### config.mk
export PLATFORM = sky130hd
export DESIGN_NAME = multi_channel_periodic_scheduler_core
export DESIGN_NICKNAME = d
export VERILOG_FILES = /design/src/rtl/mcps_pkg.sv /design/src/rtl/multi_channel_periodic_scheduler_core.sv /design/src/rtl/mcps_ctrl.sv /design/src/rtl/mcps_datapath.sv
export SDC_FILE = /design/constraint.sdc
export NUM_CORES = 2
export LEC_CHECK = 0
export ABC_CLOCK_PERIOD_IN_PS = 6700
export BUFFER_PORTS_ARGS = -buffer_cell sky130_fd_sc_hd__buf_2
export CAP_MARGIN = 15
export CORE_ASPECT_RATIO = 1.5
export CORE_MARGIN = 1.5
export CORE_UTILIZATION = 25
export CTS_CLUSTER_DIAMETER = 30
export CTS_CLUSTER_SIZE = 25
export DETAILED_ROUTE_END_ITERATION = 7
export PLACE_DENSITY = 0.44
export SLEW_MARGIN = 20
export SYNTH_ARGS = -nofsm -noshare
export SYNTH_HDL_FRONTEND = slang
export SYNTH_SLANG_ARGS = --single-unit
### constraint.sdc
create_clock -name clk -period 6.7 [get_ports clk]
set_input_delay 0.335 -clock clk [delete_from_list [all_inputs] [get_ports clk]]
set_output_delay 0.335 -clock clk [all_outputs]
set_load 0.03 [all_outputs]
### src/rtl/mcps_pkg.sv
// ----------------------------------------------------------------------------
// Multi-channel periodic scheduler package
// Word layouts, action codes, controller handshake types and table constants
// shared by the controller, the datapath and the top level.
// ----------------------------------------------------------------------------
package mcps_pkg;

    localparam int CHANNELS_DEF = 32;

    // Action codes carried in the action field of an input word.
    localparam logic [2:0] ACT_TICK    = 3'd0;
    localparam logic [2:0] ACT_REG     = 3'd1;
    localparam logic [2:0] ACT_UNREG   = 3'd2;
    localparam logic [2:0] ACT_BURST   = 3'd3;
    localparam logic [2:0] ACT_RELAX   = 3'd4;

    // The phase wraps at this count, and the reported wait never exceeds it.
    localparam logic [3:0] PHASE_MOD   = 4'd10;
    localparam logic [3:0] WAIT_CAP    = 4'd10;

    // Reciprocal of ten scaled by 2^16, used to split the phase sum.
    localparam logic [12:0] RECIP_TEN  = 13'd6554;

    typedef struct packed {
        logic [2:0]  action;
        logic [4:0]  channel;
        logic [15:0] relax_units;
        logic [15:0] burst_units;
        logic        has_init;
        logic [9:0]  passed_units;
    } item_t;

    typedef struct packed {
        logic [4:0]  fired_channel;
        logic        fire_init;
        logic        fire_main;
        logic [3:0]  next_wait;
        logic        status;
        logic        last_result;
    } result_t;

    // One table entry: flags, both periods and both down counters.
    typedef struct packed {
        logic               sub;
        logic               burst;
        logic               align;
        logic               init;
        logic [15:0]        burst_per;
        logic [15:0]        relax_per;
        logic signed [16:0] cnt_burst;
        logic signed [16:0] cnt_relax;
    } row_t;

    typedef struct packed {
        logic load;
        logic edit_rd;
        logic edit_wr;
        logic tick_start;
        logic walk;
        logic reply;
        logic emit_final;
    } cmd_t;

    typedef struct packed {
        logic is_tick;
        logic bad_arg;
        logic walk_done;
    } stat_t;

endpackage

### src/rtl/multi_channel_periodic_scheduler_core.sv
// ----------------------------------------------------------------------------
// Multi-channel periodic scheduler core
// Table of timer channels with relax and burst periods, edited by command
// words and walked once per tick word to report firing channels.
//
//   Port          Dir  Width  Role
//   clk           in   1      clock
//   rst_n         in   1      asynchronous reset, active low
//   start         in   1      request, a word is taken when busy is low
//   item          in   51     command word
//   busy          out  1      high while a word is being worked on
//   result_valid  out  1      one-cycle strobe for each result word
//   result        out  13     result word
//
// An edit word keeps the core busy through a decode and an edit step, a
// rejected word through decode alone; the reply shows in the cycle busy
// falls. For a tick word the table, a memory with one read and one write
// port, is walked one channel per cycle after a decode step, with a read
// ahead of the first entry and a final word at the end. Reset clears the
// table's valid bits at once, so the core takes words right after reset.
// Result words cannot be held off.
// ----------------------------------------------------------------------------
module multi_channel_periodic_scheduler_core
#(
    parameter int CHANNELS = mcps_pkg::CHANNELS_DEF
)
(
    input  logic              clk,
    input  logic              rst_n,
    input  logic              start,
    input  mcps_pkg::item_t   item,
    output logic              busy,
    output logic              result_valid,
    output mcps_pkg::result_t result
);

    mcps_pkg::cmd_t  cmd;
    mcps_pkg::stat_t stat;

    mcps_ctrl u_ctrl
    (
        .clk   (clk),
        .rst_n (rst_n),
        .start (start),
        .stat  (stat),
        .busy  (busy),
        .cmd   (cmd)
    );

    mcps_datapath #(
        .CHANNELS (CHANNELS)
    ) u_datapath
    (
        .clk          (clk),
        .rst_n        (rst_n),
        .item         (item),
        .cmd          (cmd),
        .stat         (stat),
        .result_valid (result_valid),
        .result       (result)
    );

    // The final word of an item always appears as the core goes idle.
    a_last_when_idle: assert property (@(posedge clk) disable iff (!rst_n)
        result_valid && result.last_result |-> !busy)
        else $error("final result word while still busy");

    // Channel fire words only come out during a walk.
    a_fire_while_busy: assert property (@(posedge clk) disable iff (!rst_n)
        result_valid && !result.last_result |-> busy)
        else $error("channel result word outside a walk");

    // Every channel word fires the main event.
    a_fire_has_main: assert property (@(posedge clk) disable iff (!rst_n)
        result_valid && !result.last_result |-> result.fire_main)
        else $error("channel result word without main event");

    // Nothing is reported in the cycle right after a word is taken.
    a_quiet_after_accept: assert property (@(posedge clk) disable iff (!rst_n)
        start && !busy |=> !result_valid)
        else $error("result word right after accepting a word");

endmodule

### src/rtl/mcps_ctrl.sv
// ----------------------------------------------------------------------------
// Scheduler controller
// Sequences decode, channel edits and the tick walk over the channel table.
// ----------------------------------------------------------------------------
module mcps_ctrl
(
    input  logic            clk,
    input  logic            rst_n,
    input  logic            start,
    input  mcps_pkg::stat_t stat,
    output logic            busy,
    output mcps_pkg::cmd_t  cmd
);

    typedef enum logic [1:0] {
        S_IDLE,
        S_DECODE,
        S_EDIT,
        S_WALK
    } state_t;

    state_t state_reg;
    state_t state_next;
    logic   busy_reg;
    logic   busy_next;

    always_comb
    begin
        state_next = state_reg;
        cmd        = '0;
        case (state_reg)
            S_IDLE:
            begin
                if (start)
                begin
                    cmd.load   = 1'b1;
                    state_next = S_DECODE;
                end
            end
            S_DECODE:
            begin
                if (stat.is_tick)
                begin
                    cmd.tick_start = 1'b1;
                    state_next     = S_WALK;
                end
                else if (stat.bad_arg)
                begin
                    cmd.reply  = 1'b1;
                    state_next = S_IDLE;
                end
                else
                begin
                    cmd.edit_rd = 1'b1;
                    state_next  = S_EDIT;
                end
            end
            S_EDIT:
            begin
                cmd.edit_wr = 1'b1;
                cmd.reply   = 1'b1;
                state_next  = S_IDLE;
            end
            S_WALK:
            begin
                cmd.walk = 1'b1;
                if (stat.walk_done)
                begin
                    cmd.emit_final = 1'b1;
                    state_next     = S_IDLE;
                end
            end
            default:
            begin
                state_next = S_IDLE;
            end
        endcase
        busy_next = (state_next != S_IDLE);
    end

    always_ff @(posedge clk or negedge rst_n)
    begin
        if (!rst_n)
        begin
            state_reg <= S_IDLE;
            busy_reg  <= 1'b0;
        end
        else
        begin
            state_reg <= state_next;
            busy_reg  <= busy_next;
        end
    end

    assign busy = busy_reg;

endmodule

### src/rtl/mcps_datapath.sv
// ----------------------------------------------------------------------------
// Scheduler datapath
// Channel table memory, phase counter, per-channel countdown logic, the
// running minimum wait and the result register.
// ----------------------------------------------------------------------------
module mcps_datapath
#(
    parameter int CHANNELS = mcps_pkg::CHANNELS_DEF
)
(
    input  logic              clk,
    input  logic              rst_n,
    input  mcps_pkg::item_t   item,
    input  mcps_pkg::cmd_t    cmd,
    output mcps_pkg::stat_t   stat,
    output logic              result_valid,
    output mcps_pkg::result_t result
);

    localparam int IDX_W = (CHANNELS > 1) ? $clog2(CHANNELS) : 1;
    localparam int CNT_W = IDX_W + 1;
    localparam logic [5:0]       CH_LIM  = 6'(CHANNELS);
    localparam logic [CNT_W-1:0] IDX_END = CNT_W'(CHANNELS);

    mcps_pkg::item_t   item_reg;
    mcps_pkg::row_t    row_mem [CHANNELS];
    mcps_pkg::row_t    row_q_reg;
    logic              row_vld_reg;
    logic [CHANNELS-1:0] vld_reg;

    logic [3:0]        phase_reg;
    logic [3:0]        phase_next;
    logic [3:0]        wait_reg;
    logic [3:0]        wait_next;
    logic [CNT_W-1:0]  rd_idx_reg;
    logic              proc_vld_reg;
    logic [IDX_W-1:0]  proc_idx_reg;

    mcps_pkg::result_t out_reg;
    mcps_pkg::result_t out_next;
    logic              out_vld_reg;
    logic              out_vld_next;

    logic [5:0]        ch_ext;
    logic [IDX_W-1:0]  ch_addr;
    logic              rd_en;
    logic [IDX_W-1:0]  rd_addr;
    logic              wr_en;
    logic [IDX_W-1:0]  wr_addr;
    mcps_pkg::row_t    wr_data;
    mcps_pkg::row_t    row;
    mcps_pkg::row_t    edit_row;
    mcps_pkg::row_t    walk_row;

    logic [10:0]        ph_sum;
    logic [23:0]        ph_prod;
    logic [7:0]         ph_quo;
    logic [10:0]        ph_diff;
    logic signed [16:0] pass_s;
    logic signed [16:0] cb;
    logic signed [16:0] cr;
    logic               cb_exp;
    logic               cr_exp;
    logic signed [16:0] cb_new;
    logic signed [16:0] cr_new;
    logic signed [16:0] cand;
    logic [3:0]         req;
    logic               go;
    logic               fi;
    logic               fm;
    logic               walk_wr;
    logic               emit;

    assign ch_ext  = {1'b0, item_reg.channel};
    assign ch_addr = ch_ext[IDX_W-1:0];

    // Tick flag, argument checks for edit words and the walk-done flag.
    always_comb
    begin
        stat.is_tick = (item_reg.action == mcps_pkg::ACT_TICK);
        stat.bad_arg = !(item_reg.action inside {[mcps_pkg::ACT_TICK:mcps_pkg::ACT_RELAX]})
                       || (ch_ext >= CH_LIM)
                       || ((item_reg.action == mcps_pkg::ACT_REG)
                           && (item_reg.relax_units == '0))
                       || ((item_reg.action == mcps_pkg::ACT_BURST)
                           && (item_reg.burst_units == '0));
        stat.walk_done = (rd_idx_reg == IDX_END) && !proc_vld_reg;
    end

    // New phase is (phase + passed) mod 10, via a reciprocal multiply.
    always_comb
    begin
        ph_sum     = {7'd0, phase_reg} + {1'b0, item_reg.passed_units};
        ph_prod    = {13'd0, ph_sum} * {11'd0, mcps_pkg::RECIP_TEN};
        ph_quo     = ph_prod[23:16];
        ph_diff    = ph_sum - ({ph_quo, 3'b000} + {2'b00, ph_quo, 1'b0});
        phase_next = ph_diff[3:0];
    end

    // An entry never written since reset reads as all zero.
    assign row = row_vld_reg ? row_q_reg : '0;

    always_comb
    begin
        edit_row = row;
        case (item_reg.action)
            mcps_pkg::ACT_REG:
            begin
                edit_row           = '0;
                edit_row.sub       = 1'b1;
                edit_row.init      = item_reg.has_init;
                edit_row.relax_per = item_reg.relax_units;
                edit_row.burst_per = item_reg.burst_units;
            end
            mcps_pkg::ACT_UNREG:
            begin
                edit_row = '0;
            end
            mcps_pkg::ACT_BURST:
            begin
                edit_row.burst = 1'b1;
            end
            mcps_pkg::ACT_RELAX:
            begin
                edit_row.burst = 1'b0;
            end
            default:
            begin
                edit_row = row;
            end
        endcase
    end

    // Per-channel tick work on the entry read in the previous cycle.
    always_comb
    begin
        pass_s = signed'({7'd0, item_reg.passed_units});
        cb     = row.cnt_burst - pass_s;
        cr     = row.cnt_relax - pass_s;
        cb_exp = cb[16] || (cb == '0);
        cr_exp = cr[16] || (cr == '0);
        cb_new = cb_exp ? signed'({1'b0, row.burst_per}) : cb;
        cr_new = cr_exp ? signed'({1'b0, row.relax_per}) : cr;
        cand   = row.burst ? cb_new : cr_new;
        req    = mcps_pkg::PHASE_MOD - phase_reg;
        go     = row.align || (phase_reg == '0);
        fi     = !row.align && row.init;
        fm     = !row.align || (row.burst ? cb_exp : cr_exp);

        walk_row           = row;
        walk_row.align     = 1'b1;
        walk_row.cnt_burst = cb_new;
        walk_row.cnt_relax = cr_new;

        walk_wr   = cmd.walk && proc_vld_reg && row.sub && go;
        emit      = walk_wr && (fi || fm);

        wait_next = wait_reg;
        if (cmd.tick_start)
        begin
            wait_next = mcps_pkg::WAIT_CAP;
        end
        else if (cmd.walk && proc_vld_reg && row.sub)
        begin
            if (!go)
            begin
                if (req < wait_reg)
                begin
                    wait_next = req;
                end
            end
            else if ((cand[16:4] == '0) && (cand[3:0] < wait_reg))
            begin
                wait_next = cand[3:0];
            end
        end
    end

    always_comb
    begin
        rd_en   = cmd.edit_rd || (cmd.walk && (rd_idx_reg != IDX_END));
        rd_addr = cmd.walk ? rd_idx_reg[IDX_W-1:0] : ch_addr;
        wr_en   = cmd.edit_wr || walk_wr;
        wr_addr = cmd.edit_wr ? ch_addr : proc_idx_reg;
        wr_data = cmd.edit_wr ? edit_row : walk_row;
    end

    // Result word: a channel fire, the final tick word, or an edit reply.
    always_comb
    begin
        out_next     = out_reg;
        out_vld_next = 1'b0;
        if (emit)
        begin
            out_next               = '0;
            out_next.fired_channel = 5'(proc_idx_reg);
            out_next.fire_init     = fi;
            out_next.fire_main     = fm;
            out_vld_next           = 1'b1;
        end
        else if (cmd.emit_final)
        begin
            out_next             = '0;
            out_next.next_wait   = wait_reg;
            out_next.last_result = 1'b1;
            out_vld_next         = 1'b1;
        end
        else if (cmd.reply)
        begin
            out_next             = '0;
            out_next.status      = stat.bad_arg;
            out_next.last_result = 1'b1;
            out_vld_next         = 1'b1;
        end
    end

    always_ff @(posedge clk)
    begin
        if (wr_en)
        begin
            row_mem[wr_addr] <= wr_data;
        end
        if (rd_en)
        begin
            row_q_reg <= row_mem[rd_addr];
        end
        if (cmd.load)
        begin
            item_reg <= item;
        end
        out_reg  <= out_next;
        wait_reg <= wait_next;
        if (cmd.walk && rd_en)
        begin
            proc_idx_reg <= rd_idx_reg[IDX_W-1:0];
        end
    end

    always_ff @(posedge clk or negedge rst_n)
    begin
        if (!rst_n)
        begin
            vld_reg      <= '0;
            row_vld_reg  <= 1'b0;
            out_vld_reg  <= 1'b0;
            rd_idx_reg   <= '0;
            proc_vld_reg <= 1'b0;
            phase_reg    <= '0;
        end
        else
        begin
            out_vld_reg <= out_vld_next;
            if (wr_en)
            begin
                vld_reg[wr_addr] <= 1'b1;
            end
            if (rd_en)
            begin
                row_vld_reg <= vld_reg[rd_addr];
            end
            if (cmd.tick_start)
            begin
                phase_reg <= phase_next;
            end
            if (cmd.tick_start)
            begin
                rd_idx_reg   <= '0;
                proc_vld_reg <= 1'b0;
            end
            else if (cmd.walk)
            begin
                proc_vld_reg <= rd_en;
                if (rd_en)
                begin
                    rd_idx_reg <= rd_idx_reg + 1'b1;
                end
            end
        end
    end

    assign result_valid = out_vld_reg;
    assign result       = out_reg;

endmodule
==> impl_metrics.toml <==
[critical_path]
path_class = "reg2reg"
critical-path-max-stage-delay_ns = 0.59
r2r_end = "u_datapath.phase_reg[3]"
arrival_ns = 7.23
critPathMaxFanout = 3
start_kind = "flip-flop"
regToRegStartpoint = "u_datapath.item_reg[0]"
reg2reg_depth = 29
cpMostUsedCell = "xnor2_1"
slowest_stage = "fa_1"
r2r_slack_ns = 0.30
critPathRequiredTime_ns = 7.53
cp-end-kind = "flip-flop"

[yosys]
synth.distinct_cells = 91
async_reset_ff_share_pct = 1.97
ys_ff_latch = 2431
synth_edf_count = 2373
yosysSeqAreaShare_pct = 74.2
yosysWarningCount = 0
synth.cell_area_sq_mm = 0.0980
syn_inst = 5357
synthFlopType = "edfxtp_1"
postSynthAreaPerCell_sq_um = 18.3
syn_nets = 5532

[final_layout]
area_growth_pct = 24.0
layout-drive-gt1-share_pct = 28.1
layout.nets = 6010
post-route-util_pct = 31.1
fin_cells = 11300
largest_reg_flops = 2240
stdcell_area_sq_mm = 0.122
fillers = 37900

[place]
hpwl_um = 176000
io_buffers = 68
place_area_sq_mm = 0.107
globalplace.congestion = 0.831
place_inst = 10500

[clock_tree]
cts_root_buffer = "clkbuf_16"
cts_tree = "built"
clk_pin_slew_ns = 0.05
cts_num_sinks = 2431
numCtsBuffers = 400
htreeDepth = 5
clk_latency_ns = 0.96
cts_buffer_depth = 4

[global_routing]
grt_pass1_wl_um = 447000
track_usage_pct = 15.9
grt_pass1_vias = 57100
use_met1_pct = 19.8
grt_most_used_layer = "met2"
antenna_found_initial = 7
gr-total-overflow = 0
gr-usage-met3_pct = 1.83
grt_max_degree = 128
grtUsageMet2_pct = 28.5

[timing]
maxSlewViolCount = 0
finalHoldViolations = 0
worst_pin_slew_ns = 1.16
timing.hold.ws_ns = 0.0866
period_minus_slack_ns = 6.40
finalCritPeriodShare_pct = 95.6
max_freq_mhz = 156
slew_headroom_pct = 22.7
skew_ns = 0.0911
setup_viol = 0

[floorplanning]
rows = 281
die_height_um = 770
start_util_pct = 25.1
fp.dieW_um = 514
dieArea_sq_mm = 0.396
core-area_sq_mm = 0.390
io_pins = 69

[route]
vias = 53500
drcViolationCount = 0
wire_per_inst_um = 28.3
vias_per_cell = 4.74
first_pass_iters = 5
drtIter0Drc = 4162
finalWirelength_um = 320000
ant_nets = 0

[worst_hold_path]
hold_class = "in2async"

[power_and_ir_drop]
p_leak_nw = 40.4
ir_drop_mv = 1.05
p_per_area_mw_per_mm2 = 538

[outcome]
outcome = "completed"

[flow_run]
cap_violations = 0
==> cell families (layout without fill, tap and decap cells) <==
family          count (synthesis)  after routing  share of synthesized area [%]
other cells                     0              5                              0
simple gates                 1456           1456                           6.59
compound gates                319            319                           2.32
mux                           583            583                           13.2
fa+ha+maj                     121            121                           1.79
buf+inv                       403           1225                           1.57
xor+xnor                       44             44                          0.393
flops                        2431           2431                           74.2
==> timing repair <==
| item | CTS | global route |
|---|---|---|
| endpoints found under the hold margin | 112 | 0 |
| buffers inserted | 1 | 5 |
| pin swaps | 3 | 25 |
| setup endpoints to repair | 1 | 1 |
| hold buffers | 53 | 0 |
| gates resized for setup | 5 | 27 |
==> routing by layer <==
layer  vias up  wire (um)
li1      22400          -
met1     29000     131000
met2      1509     166000
met3       467      13100
met4         0       9730
met5         -          0
==> critical path: cells and delay by family, from the launching register on <==
kind            cells  cell delay [ns]
compound gates      7             1.01
xor+xnor            8             1.15
fa+ha+maj           9             3.36
buf+inv             3             0.22
flops               1             0.41
simple gates        2             0.15
==> synthesized netlist by cell type, drive strengths merged (7+ instances only) <==
library cell | instances | area share (%)
edfxtp | 2373 | 73
nand2 | 762 | 2.9
mux4 | 566 | 13
nand3 | 435 | 2.2
clkbuf | 169 | 0.65
inv | 121 | 0.46
buf | 113 | 0.46
nor2 | 103 | 0.40
ha | 89 | 1.1
o21ai | 62 | 0.32
a21oi | 53 | 0.28
dfrtp | 48 | 1.2
or2 | 37 | 0.24
fa | 32 | 0.65
xnor2 | 31 | 0.28
a31oi | 29 | 0.19
o22ai | 28 | 0.18
a22o | 26 | 0.23
and2 | 18 | 0.11
nor3 | 17 | 0.087
nor4 | 16 | 0.11
a21o | 15 | 0.11
nand4 | 15 | 0.10
mux2i | 14 | 0.14
o211ai | 13 | 0.11
xor2 | 13 | 0.12
a211oi | 12 | 0.13
dfxtp | 10 | 0.20
nand2b | 9 | 0.057
o21a | 9 | 0.069
or3 | 9 | 0.057
nor3b | 8 | 0.061
a21boi | 7 | 0.054
or4 | 7 | 0.057
==> final cells by class <==
class | instances | area [sq um] | share of cell area, %
tap | 5094 | 6370 | 5.24
clock inverter | 316 | 3700 | 3.05
antenna | 5 | 12.5 | 0.0103
inverter | 121 | 454 | 0.374
multi-input combinational | 2523 | 24700 | 20.3
sequential | 2431 | 72700 | 59.8
timing repair buffer | 358 | 3470 | 2.85
clock buffer | 430 | 10200 | 8.40
==> metrics by stage <==
stage / setup TNS, ns / worst slack, ns / power [mW]
6_report: 0 / 0.296 / 65.3
5_1_grt: -0.0303 / -0.0303 / 68.6
3_5_place_dp: -0.0135 / -0.0135 / 44.0
4_1_cts: 0 / 0.0133 / 65.5
2_1_floorplan: 0 / 0.353 / 35.5
3_3_place_gp: -0.171 / -0.171 / 43.7
==> power breakdown <==
group | switching [mW] | internal, mW | leakage (nW)
Combinational | 14.1 | 8.02 | 11.4
Sequential | 0.667 | 21.5 | 22.4
Clock | 7.67 | 13.4 | 6.63
Total | 22.4 | 42.9 | 40.4
==> cells in the final DEF, fill, tap and decap left out, types with 16 or more instances in the layout <==
| cell | count |
|---|---|
| nor2_4 | 34 |
| buf_12 | 54 |
| nor3_1 | 17 |
| clkinv_2 | 55 |
| or2_2 | 36 |
| a22o_1 | 17 |
| nand2_1 | 761 |
| clkbuf_16 | 404 |
| clkinv_4 | 42 |
| ha_1 | 82 |
| o22ai_2 | 17 |
| xnor2_1 | 24 |
| a21oi_1 | 46 |
| o21ai_0 | 32 |
| inv_1 | 120 |
| clkinvlp_4 | 58 |
| clkbuf_1 | 26 |
| a31oi_1 | 24 |
| nor2_1 | 66 |
| buf_2 | 68 |
| dfrtp_1 | 47 |
| mux4_2 | 566 |
| inv_6 | 44 |
| buf_4 | 176 |
| clkinv_1 | 45 |
| nand3_1 | 435 |
| fa_1 | 31 |
| and2_1 | 16 |
| bufinv_16 | 59 |
| dlygate4sd3_1 | 53 |
| edfxtp_1 | 2373 |
==> worst max-delay path by stage <==
stage	startpoint	endpoint	slack (ns)	cells past startpoint
finish	u_datapath.item_reg[0]	u_datapath.phase_reg[3]	0.30	29
detailed placement	u_datapath.item_reg[0]	u_datapath.phase_reg[3]	-0.01	28
global route	u_datapath.item_reg[1]	u_datapath.phase_reg[3]	-0.03	30
global placement	u_datapath.phase_reg[1]	u_datapath.phase_reg[3]	-0.17	32
CTS	u_datapath.item_reg[0]	u_datapath.phase_reg[3]	0.01	32
floorplan	u_datapath.phase_reg[1]	u_datapath.phase_reg[3]	0.35	32
Note: power is estimated with default switching activity, not from simulation.
